<file path="config.mk">
export PLATFORM = sky130hd
export DESIGN_NAME = packed_decimal_to_integer_top_flat
export DESIGN_NICKNAME = d
export VERILOG_FILES = /design/src/hdl/pdi_pkg.sv /design/src/hdl/pdi_in_if.sv /design/src/hdl/pdi_out_if.sv /design/src/hdl/pdi_align.sv /design/src/hdl/pdi_lane.sv /design/src/hdl/pdi_merge.sv /design/src/hdl/packed_decimal_to_integer_top.sv /design/src/flat_wrapper.sv
export SDC_FILE = /design/constraint.sdc
export NUM_CORES = 2
export LEC_CHECK = 0
export BUFFER_PORTS_ARGS = -buffer_cell sky130_fd_sc_hd__buf_2
export CELL_PAD_IN_SITES_DETAIL_PLACEMENT = 2
export CELL_PAD_IN_SITES_GLOBAL_PLACEMENT = 2
export CORE_MARGIN = 3
export CORE_UTILIZATION = 39
export DETAILED_ROUTE_END_ITERATION = 6
export GPL_TIMING_DRIVEN = 0
export PLACE_DENSITY_LB_ADDON = 0.1
export SETUP_SLACK_MARGIN = 0.1
export SYNTH_ARGS = -nofsm -noshare
export SYNTH_HDL_FRONTEND = slang
export SYNTH_SLANG_ARGS = --single-unit
</file>
<file path="constraint.sdc">
create_clock -name clk_i -period 11.4 [get_ports clk_i]
set_clock_uncertainty 0.05 [all_clocks]
set_input_delay 2.28 -clock clk_i [delete_from_list [all_inputs] [get_ports clk_i]]
set_output_delay 2.28 -clock clk_i [all_outputs]
set_load 0.02 [all_outputs]
</file>
<file path="src/hdl/pdi_pkg.sv">
// ----------------------------------------------------------------------------
// pdi_pkg
// Shared widths, constants and types of the packed decimal to integer block.
// ----------------------------------------------------------------------------
package pdi_pkg;

  localparam int MaxDigits  = 31;
  localparam int NumDigits  = 32;
  localparam int NibW       = 4;
  localparam int HalfW      = 64;
  localparam int LaneDigits = 4;
  localparam int NumLanes   = NumDigits / LaneDigits;
  localparam int LaneW      = 15;
  localparam int Pair4W     = 28;
  localparam int Pair8W     = 54;
  localparam int ValW       = 64;
  localparam int NumStages  = 6;

  typedef logic [NumDigits-1:0][NibW-1:0] digits_t;
  typedef logic [LaneDigits-1:0][NibW-1:0] lane_digits_t;
  typedef logic [NumLanes-1:0][LaneW-1:0] lanes_t;
  typedef logic [NumStages-2:0] merge_en_t;

  typedef struct packed {
    logic neg;
    logic wide;
  } pdi_side_t;

endpackage

</file>
<file path="src/hdl/pdi_in_if.sv">
// ----------------------------------------------------------------------------
// pdi_in_if
// Input channel: one packed decimal number per transfer.
// ----------------------------------------------------------------------------
interface pdi_in_if;
  import pdi_pkg::*;

  logic             valid;
  logic             ready;
  logic [HalfW-1:0] packed_high;
  logic [HalfW-1:0] packed_low;

  modport source (output valid, output packed_high, output packed_low, input ready);
  modport sink (input valid, input packed_high, input packed_low, output ready);

endinterface

</file>
<file path="src/hdl/pdi_out_if.sv">
// ----------------------------------------------------------------------------
// pdi_out_if
// Output channel: one signed integer and overflow flag per transfer.
// ----------------------------------------------------------------------------
interface pdi_out_if;
  import pdi_pkg::*;

  logic                   valid;
  logic                   ready;
  logic signed [ValW-1:0] value;
  logic                   overflow;

  modport source (output valid, output value, output overflow, input ready);
  modport sink (input valid, input value, input overflow, output ready);

endinterface

</file>
<file path="src/hdl/pdi_align.sv">
// ----------------------------------------------------------------------------
// pdi_align
// Picks the sign nibble and right-aligns the integer digits, zero filled.
// ----------------------------------------------------------------------------
module pdi_align (
  input  logic [pdi_pkg::HalfW-1:0] packed_high_i,
  input  logic [pdi_pkg::HalfW-1:0] packed_low_i,
  input  logic [4:0]                precision_i,
  input  logic [4:0]                scale_i,
  output pdi_pkg::digits_t          digits_o,
  output logic                      neg_o
);
  import pdi_pkg::*;

  localparam logic [NibW-1:0] SignMinusD = 4'hd;
  localparam logic [NibW-1:0] SignMinusB = 4'hb;

  logic [2*HalfW-1:0] word;
  digits_t            nib;
  logic [4:0]         prec;
  logic [4:0]         sign_pos;
  logic [NibW-1:0]    sign;
  logic [4:0]         count;
  logic               first;
  logic [5:0]         last;

  always_comb begin
    word = {packed_high_i, packed_low_i};
    for (int i = 0; i < NumDigits; i++) begin
      nib[i] = word[2*HalfW-1-NibW*i -: NibW];
    end
    prec     = (precision_i > 5'(MaxDigits)) ? 5'(MaxDigits) : precision_i;
    sign_pos = {prec[4:1], 1'b1};
    sign     = nib[sign_pos];
    neg_o    = (sign == SignMinusD) || (sign == SignMinusB);
    count    = (prec > scale_i) ? (prec - scale_i) : 5'd0;
    first    = ~prec[0];
    last     = 6'(first) + 6'(count) - 6'd1;
    for (int j = 0; j < NumDigits; j++) begin
      digits_o[j] = (6'(j) < {1'b0, count}) ? nib[5'(last - 6'(j))] : '0;
    end
  end

endmodule

</file>
<file path="src/hdl/pdi_lane.sv">
// ----------------------------------------------------------------------------
// pdi_lane
// Converts a group of decimal digits to binary.
// ----------------------------------------------------------------------------
module pdi_lane (
  input  pdi_pkg::lane_digits_t     digits_i,
  output logic [pdi_pkg::LaneW-1:0] value_o
);
  import pdi_pkg::*;

  logic [LaneW-1:0] acc;

  always_comb begin
    acc = '0;
    for (int k = LaneDigits - 1; k >= 0; k--) begin
      acc = LaneW'(acc * LaneW'(10)) + LaneW'(digits_i[k]);
    end
    value_o = acc;
  end

endmodule

</file>
<file path="src/hdl/pdi_merge.sv">
// ----------------------------------------------------------------------------
// pdi_merge
// Registered tree that joins lane values, then range check and sign.
// ----------------------------------------------------------------------------
module pdi_merge (
  input  logic                          clk_i,
  input  pdi_pkg::merge_en_t            en_i,
  input  pdi_pkg::lanes_t               lanes_i,
  input  pdi_pkg::pdi_side_t            side_i,
  output logic signed [pdi_pkg::ValW-1:0] value_o,
  output logic                          overflow_o
);
  import pdi_pkg::*;

  localparam int               HiW    = 10;
  localparam logic [13:0]      Ten4   = 14'd10000;
  localparam logic [26:0]      Ten8   = 27'd100000000;
  localparam logic [53:0]      Ten16  = 54'd10000000000000000;
  localparam logic [HiW-1:0]   HiMax  = 10'd922;
  localparam logic [ValW-1:0]  PosW64 = 64'h7fff_ffff_ffff_ffff;
  localparam logic [ValW-1:0]  NegW64 = 64'h8000_0000_0000_0000;
  localparam logic [ValW-1:0]  PosW32 = 64'h0000_0000_7fff_ffff;
  localparam logic [ValW-1:0]  NegW32 = 64'h0000_0000_8000_0000;

  lanes_t                         lanes_q;
  logic [3:0][Pair4W-1:0]         p4_d, p4_q;
  logic [1:0][Pair8W-1:0]         p8_d, p8_q;
  logic [ValW-1:0]                sum_d, sum_q;
  logic                           big_d, big_q;
  pdi_side_t [3:0]                side_q;
  logic [ValW-1:0]                limit;
  logic                           ovf_d;
  logic [ValW-1:0]                value_d;

  always_comb begin
    for (int m = 0; m < 4; m++) begin
      p4_d[m] = Pair4W'(Pair4W'(lanes_q[2*m+1]) * Pair4W'(Ten4)) + Pair4W'(lanes_q[2*m]);
    end
    for (int n = 0; n < 2; n++) begin
      p8_d[n] = Pair8W'(Pair8W'(p4_q[2*n+1]) * Pair8W'(Ten8)) + Pair8W'(p4_q[2*n]);
    end
    big_d = p8_q[1] > Pair8W'(HiMax);
    sum_d = ValW'(ValW'(p8_q[1][HiW-1:0]) * ValW'(Ten16)) + ValW'(p8_q[0]);
    if (side_q[3].wide) begin
      limit = side_q[3].neg ? NegW64 : PosW64;
    end else begin
      limit = side_q[3].neg ? NegW32 : PosW32;
    end
    ovf_d   = big_q || (sum_q > limit);
    value_d = ovf_d ? '0 : (side_q[3].neg ? (ValW'(0) - sum_q) : sum_q);
  end

  always_ff @(posedge clk_i) begin
    if (en_i[0]) begin
      lanes_q   <= lanes_i;
      side_q[0] <= side_i;
    end
    if (en_i[1]) begin
      p4_q      <= p4_d;
      side_q[1] <= side_q[0];
    end
    if (en_i[2]) begin
      p8_q      <= p8_d;
      side_q[2] <= side_q[1];
    end
    if (en_i[3]) begin
      sum_q     <= sum_d;
      big_q     <= big_d;
      side_q[3] <= side_q[2];
    end
    if (en_i[4]) begin
      value_o    <= value_d;
      overflow_o <= ovf_d;
    end
  end

endmodule

</file>
<file path="src/hdl/packed_decimal_to_integer_top.sv">
// ----------------------------------------------------------------------------
// packed_decimal_to_integer_top
// Packed decimal to signed binary integer converter with lane-parallel
// digit conversion and an APB register port.
//
//   channel   dir   transfer content
//   in_if     in    packed_high, packed_low
//   out_if    out   value, overflow
//   apb       in    precision (0x0), scale (0x4), result_wide (0x8)
//
// one item a cycle unless the output side holds off (out_if.ready low)
// alignment, digit lanes, a three-level merge tree and the range check are each a stage
// each stage moves on when it is empty or the next one moves, so bubbles close
// reset clears the stage valid bits and loads the register defaults
// ----------------------------------------------------------------------------
module packed_decimal_to_integer_top (
  input  logic        clk_i,
  input  logic        rst_ni,
  pdi_in_if.sink      in_if,
  pdi_out_if.source   out_if,
  input  logic        psel,
  input  logic        penable,
  input  logic        pwrite,
  input  logic [3:0]  paddr,
  input  logic [31:0] pwdata,
  output logic [31:0] prdata,
  output logic        pready
);
  import pdi_pkg::*;

  typedef enum logic [1:0] {
    RegPrecision  = 2'd0,
    RegScale      = 2'd1,
    RegResultWide = 2'd2
  } reg_idx_e;

  logic [4:0]           precision_q;
  logic [4:0]           scale_q;
  logic                 wide_q;
  logic                 cfg_wr;
  reg_idx_e             reg_idx;

  logic [NumStages-1:0] valid_q;
  logic [NumStages-1:0] en;
  digits_t              digits_d, digits_q;
  logic                 neg_d;
  pdi_side_t            side_q;
  lanes_t               lanes;

  // register port
  assign pready  = 1'b1;
  assign reg_idx = reg_idx_e'(paddr[3:2]);
  assign cfg_wr  = psel && penable && pwrite && pready;

  always_comb begin
    unique case (reg_idx)
      RegPrecision:  prdata = 32'(precision_q);
      RegScale:      prdata = 32'(scale_q);
      RegResultWide: prdata = 32'(wide_q);
      default:       prdata = '0;
    endcase
  end

  always_ff @(posedge clk_i or negedge rst_ni) begin
    if (!rst_ni) begin
      precision_q <= 5'd31;
      scale_q     <= 5'd0;
      wide_q      <= 1'b1;
    end else if (cfg_wr) begin
      unique case (reg_idx)
        RegPrecision:  precision_q <= pwdata[4:0];
        RegScale:      scale_q     <= pwdata[4:0];
        RegResultWide: wide_q      <= pwdata[0];
        default: ;
      endcase
    end
  end

  // stage enables, from the output back to the input
  always_comb begin
    en[NumStages-1] = !valid_q[NumStages-1] || out_if.ready;
    for (int k = NumStages - 2; k >= 0; k--) begin
      en[k] = !valid_q[k] || en[k+1];
    end
  end

  assign in_if.ready = en[0];

  always_ff @(posedge clk_i or negedge rst_ni) begin
    if (!rst_ni) begin
      valid_q <= '0;
    end else begin
      if (en[0]) begin
        valid_q[0] <= in_if.valid;
      end
      for (int k = 1; k < NumStages; k++) begin
        if (en[k]) begin
          valid_q[k] <= valid_q[k-1];
        end
      end
    end
  end

  pdi_align u_align (
    .packed_high_i (in_if.packed_high),
    .packed_low_i  (in_if.packed_low),
    .precision_i   (precision_q),
    .scale_i       (scale_q),
    .digits_o      (digits_d),
    .neg_o         (neg_d)
  );

  always_ff @(posedge clk_i) begin
    if (en[0]) begin
      digits_q    <= digits_d;
      side_q.neg  <= neg_d;
      side_q.wide <= wide_q;
    end
  end

  for (genvar l = 0; l < NumLanes; l++) begin : g_lane
    pdi_lane u_lane (
      .digits_i (digits_q[LaneDigits*l +: LaneDigits]),
      .value_o  (lanes[l])
    );
  end

  pdi_merge u_merge (
    .clk_i      (clk_i),
    .en_i       (en[NumStages-1:1]),
    .lanes_i    (lanes),
    .side_i     (side_q),
    .value_o    (out_if.value),
    .overflow_o (out_if.overflow)
  );

  assign out_if.valid = valid_q[NumStages-1];

  a_accept_enters : assert property (@(posedge clk_i) disable iff (!rst_ni)
    (in_if.valid && in_if.ready) |=> valid_q[0])
    else $error("accepted transfer did not enter the first stage");

  a_stall_only_when_full : assert property (@(posedge clk_i) disable iff (!rst_ni)
    !in_if.ready |-> ((&valid_q) && !out_if.ready))
    else $error("input stalled while the pipeline had room");

  a_overflow_zero : assert property (@(posedge clk_i) disable iff (!rst_ni)
    (out_if.valid && out_if.overflow) |-> (out_if.value == '0))
    else $error("overflow result carries a non-zero value");

endmodule

</file>
<file path="src/flat_wrapper.sv">
// flat-port wrapper written by rule: the top's interface ports become plain ports
module packed_decimal_to_integer_top_flat import pdi_pkg::*;
  (clk_i, rst_ni, psel, penable, pwrite, paddr, pwdata, prdata, pready, in_if_valid, in_if_packed_high, in_if_packed_low, in_if_ready, out_if_valid, out_if_value, out_if_overflow, out_if_ready);
  pdi_in_if in_if_i ();
  pdi_out_if out_if_i ();
  input  logic clk_i;
  input  logic rst_ni;
  input  logic psel;
  input  logic penable;
  input  logic pwrite;
  input  logic [3:0] paddr;
  input  logic [31:0] pwdata;
  output logic [31:0] prdata;
  output logic pready;
  input wire logic [$bits(in_if_i.valid)-1:0] in_if_valid;
  input wire logic [$bits(in_if_i.packed_high)-1:0] in_if_packed_high;
  input wire logic [$bits(in_if_i.packed_low)-1:0] in_if_packed_low;
  output wire logic [$bits(in_if_i.ready)-1:0] in_if_ready;
  output wire logic [$bits(out_if_i.valid)-1:0] out_if_valid;
  output wire logic [$bits(out_if_i.value)-1:0] out_if_value;
  output wire logic [$bits(out_if_i.overflow)-1:0] out_if_overflow;
  input wire logic [$bits(out_if_i.ready)-1:0] out_if_ready;
  assign in_if_i.valid = in_if_valid;
  assign in_if_i.packed_high = in_if_packed_high;
  assign in_if_i.packed_low = in_if_packed_low;
  assign in_if_ready = in_if_i.ready;
  assign out_if_valid = out_if_i.valid;
  assign out_if_value = out_if_i.value;
  assign out_if_overflow = out_if_i.overflow;
  assign out_if_i.ready = out_if_ready;
  packed_decimal_to_integer_top u_core (.clk_i(clk_i), .rst_ni(rst_ni), .in_if(in_if_i), .out_if(out_if_i), .psel(psel), .penable(penable), .pwrite(pwrite), .paddr(paddr), .pwdata(pwdata), .prdata(prdata), .pready(pready));
endmodule
</file>
==> metrics.txt <==
result of the run=complete, no violations; register bit count reported by yosys=620; half-perimeter wire length after placement=234 mm; slack of the critical path=1870 ps; hold endpoint=u_core.u_merge.sum_q[13]; Reg2Reg Depth=29; count of yosys warnings during synthesis=0; Root Buffer=sky130_fd_sc_hd__clkbuf_16; Chip Height=476 µm; Via Count=63144; fraction of final layout cells with drive strength greater than 1=5.99%; Post-Syn Area per Cell=9.93 µm²; via count of the first global-routing pass=71553; count of endpoints failing setup in the final report=0; unrepaired setup endpoints after global routing=no; launch point of the worst reg-to-reg path=u_core.u_merge.p8_q[57]; clk sinks=620; vias per cell=5.30; gate count after technology mapping=8656; largest net degree at the start of global routing=78; CTS tree=done; number of remaining DRC errors=0; Top cell by count, worst path=sky130_fd_sc_hd__ha_1; worst hold-check path type=flip-flop to flip-flop; worst reg2reg path endpoint=u_core.u_merge.sum_q[63]; clk slew on worst S/H paths=60 ps; final number of max-transition violations=0; area of the placeable core=218000 µm²; CTS Hold Bufs=0; routability congestion estimate=0.955; WHS Path Cells=0; Post-Place Cell Area=91000 µm²; startpoint type of the worst setup path=flip-flop; fin nets=11214; total wirelength of the detailed-routed design=269 mm; Inserted Clock Buffers=81; # rows=171; setup bufs post-CTS=0; Register-to-Register Setup Slack=1870 ps; endpoint kind of the worst setup timing path=flip-flop; first-pass iteration count of the detailed router=5; drt first-iter violations=2296; Starting Density=39.4%; post-cts gate resize count=0; synth-to-layout area growth=8.91%; antenna violations before repair=9; fin crit period=9530 ps; f_max=105 MHz; Slowest cell on crit path=sky130_fd_sc_hd__edfxtp_1; crit path max fanout=10; number of levels in the clock H-tree=3; Fin. Hold Viols=0; wire length of the first global-routing pass=421 mm; worst slack at placement=1840 ps; Core Util, Final=42.9%; Filler Cells Inserted=23356; finished layout cell area=93600 µm²; synthesized area=86000 µm²; required time worst endpoint=11780 ps; count of flip-flops with a built-in enable after synthesis=603; antenna viol nets, final=0; arrival time of data at the critical path endpoint=9910 ps; number of distinct standard cells referenced by the synthesized netlist=107; Top-Level Pins=271; Die Footprint=226000 µm²; Slew HR=2.05%; CTS Buffer Depth=3; sequential area share after synthesis=21.6%; post-route fraction of the period consumed by the critical path=83.6%; max-capacitance violation count=0; fraction of synthesis flops using an asynchronous set or reset pin=2.74%; worst slew pin tran=1470 ps; Port-buffer cells=211; routed wire length per instance=22.6 µm; max incr delay on CP=1110 ps; most common flop cell mapped by yosys=sky130_fd_sc_hd__edfxtp_1; Horiz. Die Dim=476 µm; latest clock arrival within the worst-skew pair=720 ps; worst min-delay path startpoint=u_core.u_merge.p8_q[13]; global-route usage over all layers=23.8%; type of the worst setup path=flip-flop to flip-flop; grt total ovfl=0
==> cell usage in the layout, fill, tap and decap left out, types with 28 or more instances in the layout <==
cell type	instances
sky130_fd_sc_hd__a211oi_1	28
sky130_fd_sc_hd__a21boi_0	35
sky130_fd_sc_hd__a21o_1	254
sky130_fd_sc_hd__a21oi_1	407
sky130_fd_sc_hd__a31oi_1	39
sky130_fd_sc_hd__and2_1	45
sky130_fd_sc_hd__and3_1	54
sky130_fd_sc_hd__buf_2	236
sky130_fd_sc_hd__buf_4	33
sky130_fd_sc_hd__clkbuf_1	90
sky130_fd_sc_hd__clkbuf_16	81
sky130_fd_sc_hd__conb_1	29
sky130_fd_sc_hd__edfxtp_1	603
sky130_fd_sc_hd__fa_1	763
sky130_fd_sc_hd__ha_1	1294
sky130_fd_sc_hd__inv_1	1672
sky130_fd_sc_hd__mux2i_1	473
sky130_fd_sc_hd__mux4_2	51
sky130_fd_sc_hd__nand2_1	400
sky130_fd_sc_hd__nand2b_1	68
sky130_fd_sc_hd__nand3_1	111
sky130_fd_sc_hd__nand4_1	46
sky130_fd_sc_hd__nor2_1	377
sky130_fd_sc_hd__nor2b_1	70
sky130_fd_sc_hd__nor3_1	107
sky130_fd_sc_hd__nor3b_1	29
sky130_fd_sc_hd__o21a_1	54
sky130_fd_sc_hd__o21ai_0	262
sky130_fd_sc_hd__o21bai_1	57
sky130_fd_sc_hd__o31ai_1	30
sky130_fd_sc_hd__or3_1	41
sky130_fd_sc_hd__xnor2_1	451
sky130_fd_sc_hd__xor2_1	300
==> sequential cells by signal, indices dropped and copies added, names as in the netlist, 5 cells and up <==
name / flops
u_core.digits_q: 124
u_core.u_merge.lanes_q: 119
u_core.u_merge.p4_q: 112
u_core.u_merge.p8_q: 108
u_core.u_merge.sum_q: 64
u_core.u_merge.value_o: 64
u_core.u_merge.side_q: 8
u_core.valid_q: 6
u_core.precision_q: 5
u_core.scale_q: 5
==> metal layers <==
layer	GRT usage, %	wire length, µm
met1	30.9	121000
met2	42.3	134000
met3	2.09	5950
met4	6.82	8470
met5	0	7
==> cells by family after synthesis <==
kind of cell | Yosys count | share of synthesized area [%]
fa+ha+maj | 2067 | 36.7
flops | 620 | 21.6
buf+inv | 1825 | 8.16
mux | 531 | 6.93
simple gates | 1490 | 8.56
xor+xnor | 759 | 7.81
compound gates | 1362 | 10.3
other cells | 2 | 0.00873
==> cell usage after synthesis (all sizes together), types with 57 or more instances <==
master | number | area [µm²]
ha | 1294 | 16200
a21o | 254 | 1910
xnor2 | 459 | 4090
xor2 | 300 | 2630
a21oi | 409 | 2050
nor3 | 108 | 546
o21bai | 57 | 428
fa | 763 | 15300
o21ai | 275 | 1400
nand3 | 115 | 586
buf | 73 | 437
mux2i | 473 | 4730
nor2 | 377 | 1420
inv | 1677 | 6290
clkbuf | 74 | 278
edfxtp | 603 | 18100
nand2 | 404 | 1530
nand2b | 68 | 425
nor2b | 71 | 447
==> worst max-delay path, delay by kind of cell (launching register included) <==
family                   cells  cell delay [ps]
adder cells (fa/ha/maj)      7             2790
XOR/XNOR                     1              180
AO/OA/AOI/OAI                8             1970
buffers and inverters        3              380
flip-flops                   1             1110
AND/OR/NAND/NOR             10             2720
==> through the flow <==
stage	instances	hold WS [ps]	TNS (ps)
finish	11903	365	0
global route	11901	362	0
CTS	11900	365	0
detailed placement	11757	356	0
global placement	11748	352	-707240
floorplan	8683	350	0
==> worst max path at each step <==
stage,startpoint,end,slack (ps),cells after the start
CTS,u_core.u_merge.p8_q[55],u_core.u_merge.sum_q[63],1780,29
global placement,out_if_ready,in_if_ready,-3810,6
detailed placement,u_core.u_merge.p8_q[55],u_core.u_merge.sum_q[63],1840,29
finish,u_core.u_merge.p8_q[57],u_core.u_merge.sum_q[63],1870,29
global route,u_core.u_merge.p8_q[55],u_core.u_merge.sum_q[63],1430,29
floorplan,out_if_ready,in_if_ready,1180,4
==> final cells by class <==
class / count / area (µm²) / share of cell area (%)
plain buffers: 147 / 714 / 0.763
inverters: 1678 / 6300 / 6.73
flip-flops and latches: 620 / 18500 / 19.8
clock buffers: 97 / 2090 / 2.23
repair buffers: 220 / 1300 / 1.38
diodes: 3 / 7.51 / 0.00802
well taps: 2854 / 3570 / 3.81
multi-input cells: 6238 / 60600 / 64.7
clock inverters: 46 / 552 / 0.589
Power is not shown: default switching activity piles up to over one toggle a cycle in this logic, so the estimate is an artifact.
